**src/hdl/pllm_pkg.sv**
```systemverilog
package pllm_pkg;

	// Node pool
	localparam int NODE_COUNT = 64;
	localparam int NODE_AW    = 6;
	localparam int PTR_W      = NODE_AW + 1;
	localparam logic [PTR_W-1:0] NIL_NODE = PTR_W'(NODE_COUNT);

	// Head pool
	localparam int HEAD_COUNT = 8;
	localparam int HEAD_AW    = 3;
	localparam int HEAD_PW    = HEAD_AW + 1;
	localparam logic [HEAD_PW-1:0] NIL_HEAD = HEAD_PW'(HEAD_COUNT);

	localparam int ITEM_BITS = 32;
	localparam int CNT_W     = 7;

	// Operation codes
	localparam logic [3:0] ACT_CREATE  = 4'd0;
	localparam logic [3:0] ACT_COUNT   = 4'd1;
	localparam logic [3:0] ACT_FIRST   = 4'd2;
	localparam logic [3:0] ACT_LAST    = 4'd3;
	localparam logic [3:0] ACT_NEXT    = 4'd4;
	localparam logic [3:0] ACT_PREV    = 4'd5;
	localparam logic [3:0] ACT_CURR    = 4'd6;
	localparam logic [3:0] ACT_INS_AFT = 4'd7;
	localparam logic [3:0] ACT_INS_BEF = 4'd8;
	localparam logic [3:0] ACT_APPEND  = 4'd9;
	localparam logic [3:0] ACT_PREPEND = 4'd10;
	localparam logic [3:0] ACT_REMOVE  = 4'd11;
	localparam logic [3:0] ACT_TRIM    = 4'd12;
	localparam logic [3:0] ACT_CONCAT  = 4'd13;
	localparam logic [3:0] ACT_FREE    = 4'd14;

	typedef logic [PTR_W-1:0]     node_ptr_t;
	typedef logic [ITEM_BITS-1:0] item_t;

	typedef struct packed {
		logic [NODE_AW-1:0] nx_ra;
		logic [NODE_AW-1:0] pv_ra;
		logic [NODE_AW-1:0] it_ra;
		logic               nx_we;
		logic [NODE_AW-1:0] nx_wa;
		node_ptr_t          nx_wd;
		logic               pv_we;
		logic [NODE_AW-1:0] pv_wa;
		node_ptr_t          pv_wd;
		logic               it_we;
		logic [NODE_AW-1:0] it_wa;
		item_t              it_wd;
	} node_req_t;

	typedef struct packed {
		node_ptr_t nx;
		node_ptr_t pv;
		item_t     it;
	} node_rsp_t;

endpackage

```
**src/hdl/pllm_node_mem.sv**
```systemverilog
// Node link and item memories: one registered read and one write per cycle each
module pllm_node_mem (
	input  logic                clk,
	input  logic                arst_n,
	input  pllm_pkg::node_req_t req,
	output pllm_pkg::node_rsp_t rsp
);

	pllm_pkg::node_ptr_t nx_mem [pllm_pkg::NODE_COUNT];
	pllm_pkg::node_ptr_t pv_mem [pllm_pkg::NODE_COUNT];
	pllm_pkg::item_t     it_mem [pllm_pkg::NODE_COUNT];
	logic [pllm_pkg::NODE_COUNT-1:0] nx_vld_q;
	logic [pllm_pkg::NODE_COUNT-1:0] pv_vld_q;

	// Write ports and registered reads; unwritten next links read as the following node, previous links as NIL
	always_ff @(posedge clk) begin
		if (req.nx_we) begin
			nx_mem[req.nx_wa] <= req.nx_wd;
		end
		if (req.pv_we) begin
			pv_mem[req.pv_wa] <= req.pv_wd;
		end
		if (req.it_we) begin
			it_mem[req.it_wa] <= req.it_wd;
		end
		rsp.nx <= nx_vld_q[req.nx_ra] ? nx_mem[req.nx_ra] :
			({1'b0, req.nx_ra} + pllm_pkg::PTR_W'(1));
		rsp.pv <= pv_vld_q[req.pv_ra] ? pv_mem[req.pv_ra] : pllm_pkg::NIL_NODE;
		rsp.it <= it_mem[req.it_ra];
	end

	// Track written link entries
	always_ff @(posedge clk or negedge arst_n) begin
		if (!arst_n) begin
			nx_vld_q <= '0;
			pv_vld_q <= '0;
		end else begin
			if (req.nx_we) begin
				nx_vld_q[req.nx_wa] <= 1'b1;
			end
			if (req.pv_we) begin
				pv_vld_q[req.pv_wa] <= 1'b1;
			end
		end
	end

endmodule

```
**config.mk**
```make
export PLATFORM = sky130hd
export DESIGN_NAME = pllm_node_mem
export DESIGN_NICKNAME = d
export VERILOG_FILES = /design/src/hdl/pllm_pkg.sv /design/src/hdl/pllm_node_mem.sv
export SDC_FILE = /design/constraint.sdc
export NUM_CORES = 2
export LEC_CHECK = 0
export BUFFER_PORTS_ARGS = -buffer_cell sky130_fd_sc_hd__buf_2
export CORE_ASPECT_RATIO = 1.2
export CORE_MARGIN = 4
export CORE_UTILIZATION = 40
export CTS_CLUSTER_DIAMETER = 30
export DETAILED_ROUTE_END_ITERATION = 10
export HOLD_SLACK_MARGIN = 0.1
export PLACE_DENSITY = 0.57
export SLEW_MARGIN = 20
export SYNTH_ARGS = -nofsm -noshare
export SYNTH_HDL_FRONTEND = slang
export SYNTH_SLANG_ARGS = --single-unit
export TNS_END_PERCENT = 10
```
**constraint.sdc**
```tcl
create_clock -name clk -period 2.15 [get_ports clk]
set_clock_uncertainty 0.05 [all_clocks]
set_input_delay 0.1075 -clock clk [delete_from_list [all_inputs] [get_ports clk]]
set_output_delay 0.1075 -clock clk [all_outputs]
set_load 0.03 [all_outputs]
```
==> impl_results.rst <==
.. list-table::
   :header-rows: 1

   * - Metric
     - Value
   * - Area of the multi-input gates
     - ~26000 sq um
   * - Prevailing post-synth register cell
     - sky130_fd_sc_hd__edfxtp_1
   * - Setup Buffers After CTS
     - 0
   * - Number of search-and-repair iterations in the first detailed-routing pass
     - 5
   * - DRC
     - 0
   * - Final setup margin
     - -0.103 ns
   * - Maximum VDD drop
     - between 0.6 and 0.7 mV
   * - Num ports
     - between 100 and 150
   * - Transition time at the pin with the least slew margin
     - ~1.1 ns
   * - Peak Freq
     - 444 MHz
   * - FFs w/ async S/R, synth
     - 4.11%
   * - Critical Path AT
     - between 2 and 3 ns
   * - Synthesized net count
     - 5121
   * - Effective utilization at floorplan
     - 40.2%
   * - CTS tree
     - built
   * - Initial antenna violation count
     - 14
   * - Via count of the first global-routing pass
     - 62100
   * - Die Height
     - 606 um
   * - Residual antenna-violating net count after detailed routing
     - 0
   * - Cell at the root of the clock tree
     - sky130_fd_sc_hd__clkbuf_16
   * - Critical-path maximum fanout
     - 4
   * - Final setup violation count
     - 12
   * - Clock slew at the register clock pins of the worst setup and hold paths
     - 0.05 ns
   * - Worst setup path class
     - reg -> reg
   * - Post-route worst hold slack
     - 0.186 ns
   * - Most common cell after layout, fill and taps aside
     - sky130_fd_sc_hd__edfxtp_1
   * - H-tree levels
     - 6
   * - Iter 0 DRT Violations
     - 5607
   * - Pwr/cell area
     - 1070 nW/um^2
   * - Number of distinct library cells after synthesis
     - 70
   * - Routability cong.
     - 0.797
   * - Highest-count cells in the layout ignoring fill and taps
     - sky130_fd_sc_hd__edfxtp_1, sky130_fd_sc_hd__mux4_2, sky130_fd_sc_hd__clkbuf_16
   * - Tcrit/Tclk final
     - 105%
   * - Remaining max-slew budget at the tightest pin
     - 29.0%
   * - Syn Inst Count
     - 5033
   * - Data required time at the worst endpoint
     - about 2.9 ns
   * - Leakage
     - 50.1 nW
   * - Layout Nets
     - 6320
   * - Half-perimeter wire length of the detailed placement result
     - 184000 um
   * - RSZ-0062 raised after global routing
     - yes
   * - Average via count per standard cell
     - 5.48
   * - Maximum number of pins on one net before global-route repair
     - between 60 and 70
   * - Number of fill cells in the layout
     - approximately 23000
   * - Area enclosed by the die boundary
     - 307000 sq um
   * - Yosys warns
     - 0
   * - Count of vias placed by the detailed router
     - 58400
   * - Violations in the final reports
     - setup timing
   * - Number of max-cap violations
     - 0
   * - Number of flops mapped to enable cells by yosys
     - approximately 2900
   * - Port buffer count
     - 132
   * - Syn_area_per_cell
     - 23.7 sq um
   * - Clk buf depth
     - 4
   * - Horizontal extent of the die
     - 506 um
   * - Total routed wirelength
     - around 310000 um
   * - Global-route wire length before repair
     - about 450000 um
   * - Share of synthesized area occupied by flip-flops and latches
     - 77.7%
   * - Area growth from synthesis to layout
     - 26.2%
   * - Number of sinks handled by clock tree synthesis
     - 3118
   * - Number of pins exceeding their max-slew limit in the final report
     - 0
   * - Post-Place Worst Slack
     - -0.854 ns
   * - Element type at the critical path end
     - register
   * - Status
     - complete, but fails checks
   * - Latest clock arrival within the worst-skew pair
     - 0.92 ns
   * - CTS Buf Count
     - 535
   * - Post-synthesis instance area
     - 119000 sq um
   * - Ratio of cells with drive above 1 in the final layout
     - 42.4%
   * - Setup Total Neg Slack
     - -0.687 ns
   * - Flip-flop and latch area
     - 92500 sq um
   * - GRT Total Usage
     - 20.3%
   * - GRT Residual Overflow
     - 0
   * - Minimum period implied by the final worst setup slack
     - approximately 2.3 ns
   * - Placeable core region
     - 296000 sq um
   * - Flip-flop and latch count after synthesis
     - 3118
   * - Detail-routed net length per standard cell
     - 29.2 um
   * - Number of core rows
     - 219
   * - Worst hold path class
     - in -> reg
   * - Endpoints failing hold
     - 0
   * - Startpoint type of the worst setup path
     - register
==> routing by layer <==
layer	global-route usage [%]	vias up	wire length, um
li1	-	24100	-
met1	26.1	31700	122000
met2	35.9	2018	164000
met3	2.91	505	16800
met4	5.76	4	8120
met5	0	-	26
==> cells in the mapped netlist (26+ instances only) <==
cell type | number | share of area (%)
sky130_fd_sc_hd__edfxtp_1 | 2944 | 74
sky130_fd_sc_hd__dfrtp_1 | 128 | 2.7
sky130_fd_sc_hd__nor2_1 | 206 | 0.65
sky130_fd_sc_hd__nand2_1 | 38 | 0.12
sky130_fd_sc_hd__a211oi_1 | 27 | 0.17
sky130_fd_sc_hd__a21oi_1 | 26 | 0.11
sky130_fd_sc_hd__nor2b_1 | 27 | 0.14
sky130_fd_sc_hd__mux2i_1 | 116 | 0.97
sky130_fd_sc_hd__dfxtp_1 | 46 | 0.77
sky130_fd_sc_hd__mux4_2 | 901 | 17
sky130_fd_sc_hd__clkbuf_1 | 115 | 0.36
sky130_fd_sc_hd__buf_2 | 76 | 0.32
sky130_fd_sc_hd__or2_2 | 130 | 0.68
==> final timing paths <==
check / start / end / slack, ns / cells after the start
worst max register to register: nx_vld_q[6]$_DFFE_PN0P_ / rsp[44]$_DFF_P_ / -0.10 / 7
worst max-delay path: nx_vld_q[6]$_DFFE_PN0P_ / rsp[44]$_DFF_P_ / -0.10 / 7
max in group asynchronous: arst_n / nx_vld_q[37]$_DFFE_PN0P_ / 1.29 / 4
min in group asynchronous: arst_n / nx_vld_q[49]$_DFFE_PN0P_ / 0.32 / 4
worst min-delay path: req[56] / nx_mem[51][3]$_DFFE_PP_ / 0.19 / 2
worst min register to register: nx_vld_q[22]$_DFFE_PN0P_ / nx_vld_q[22]$_DFFE_PN0P_ / 0.40 / 1
==> final cells by class <==
class	instances	area share, %
timing repair buffer	919	5.99
antenna	6	0.00998
clock buffer	622	9.36
inverter	4	0.00998
sequential	3118	61.5
tap	3978	3.31
clock inverter	355	2.66
multi-input combinational	1654	17.1
==> stage by stage <==
| step | std cells | utilization [%] | area, sq um | power [W] |
|---|---|---|---|---|
| floorplan | 5033 | - | 119000 | 0.0733 |
| global placement | 9575 | 44.3 | 131000 | 0.0770 |
| detailed placement | 9575 | 44.3 | 131000 | 0.0772 |
| CTS | 10700 | 50.7 | 150000 | 0.162 |
| global route | 10700 | 50.7 | 150000 | 0.165 |
| finish | 10700 | 50.7 | 150000 | 0.160 |
==> kinds of logic after synthesis <==
kind of cell / Yosys count / synth area share [%]
AOI/OAI and AO/OA: 149 / 0.922
adders and majority gates: 1 / 0.0105
buffers and inverters: 261 / 1.19
xor gates and xnor gates: 3 / 0.0221
and+or+nand+nor: 467 / 1.94
muxes: 1034 / 18.3
DFF: 3118 / 77.7
==> report_power, final <==
part           leakage (nW)  internal, W  switching, W  total, W
Clock                  8.73       0.0541        0.0301    0.0842
Combinational          12.9      0.00374       0.00438   0.00813
Sequential             28.5       0.0675      0.000484    0.0680
==> critical path, stage by stage, from the launching register on <==
cell and delay (ns):
sky130_fd_sc_hd__dfrtp_1 0.38, sky130_fd_sc_hd__mux4_2 0.51, sky130_fd_sc_hd__a22o_1 0.27, sky130_fd_sc_hd__nor4_2 0.16
sky130_fd_sc_hd__buf_4 0.17, sky130_fd_sc_hd__a41oi_4 0.05, sky130_fd_sc_hd__o211a_1 0.22, sky130_fd_sc_hd__o311a_1 0.34
==> sequential cells by signal, summed over array words and instances (netlist names) <==
register / count
nx_vld_q: 64
pv_mem: 448
it_mem: 2048
nx_mem: 448
pv_vld_q: 64
rsp: 46
==> repair_timing <==
action	4_1_cts	5_1_grt
hold buffers	98	0
gates resized for setup	14	9
endpoints found under the hold margin	4702	0
pin swaps	6	4
endpoints found under the setup margin	20	22
Note: power is estimated with default switching activity, not from simulation.
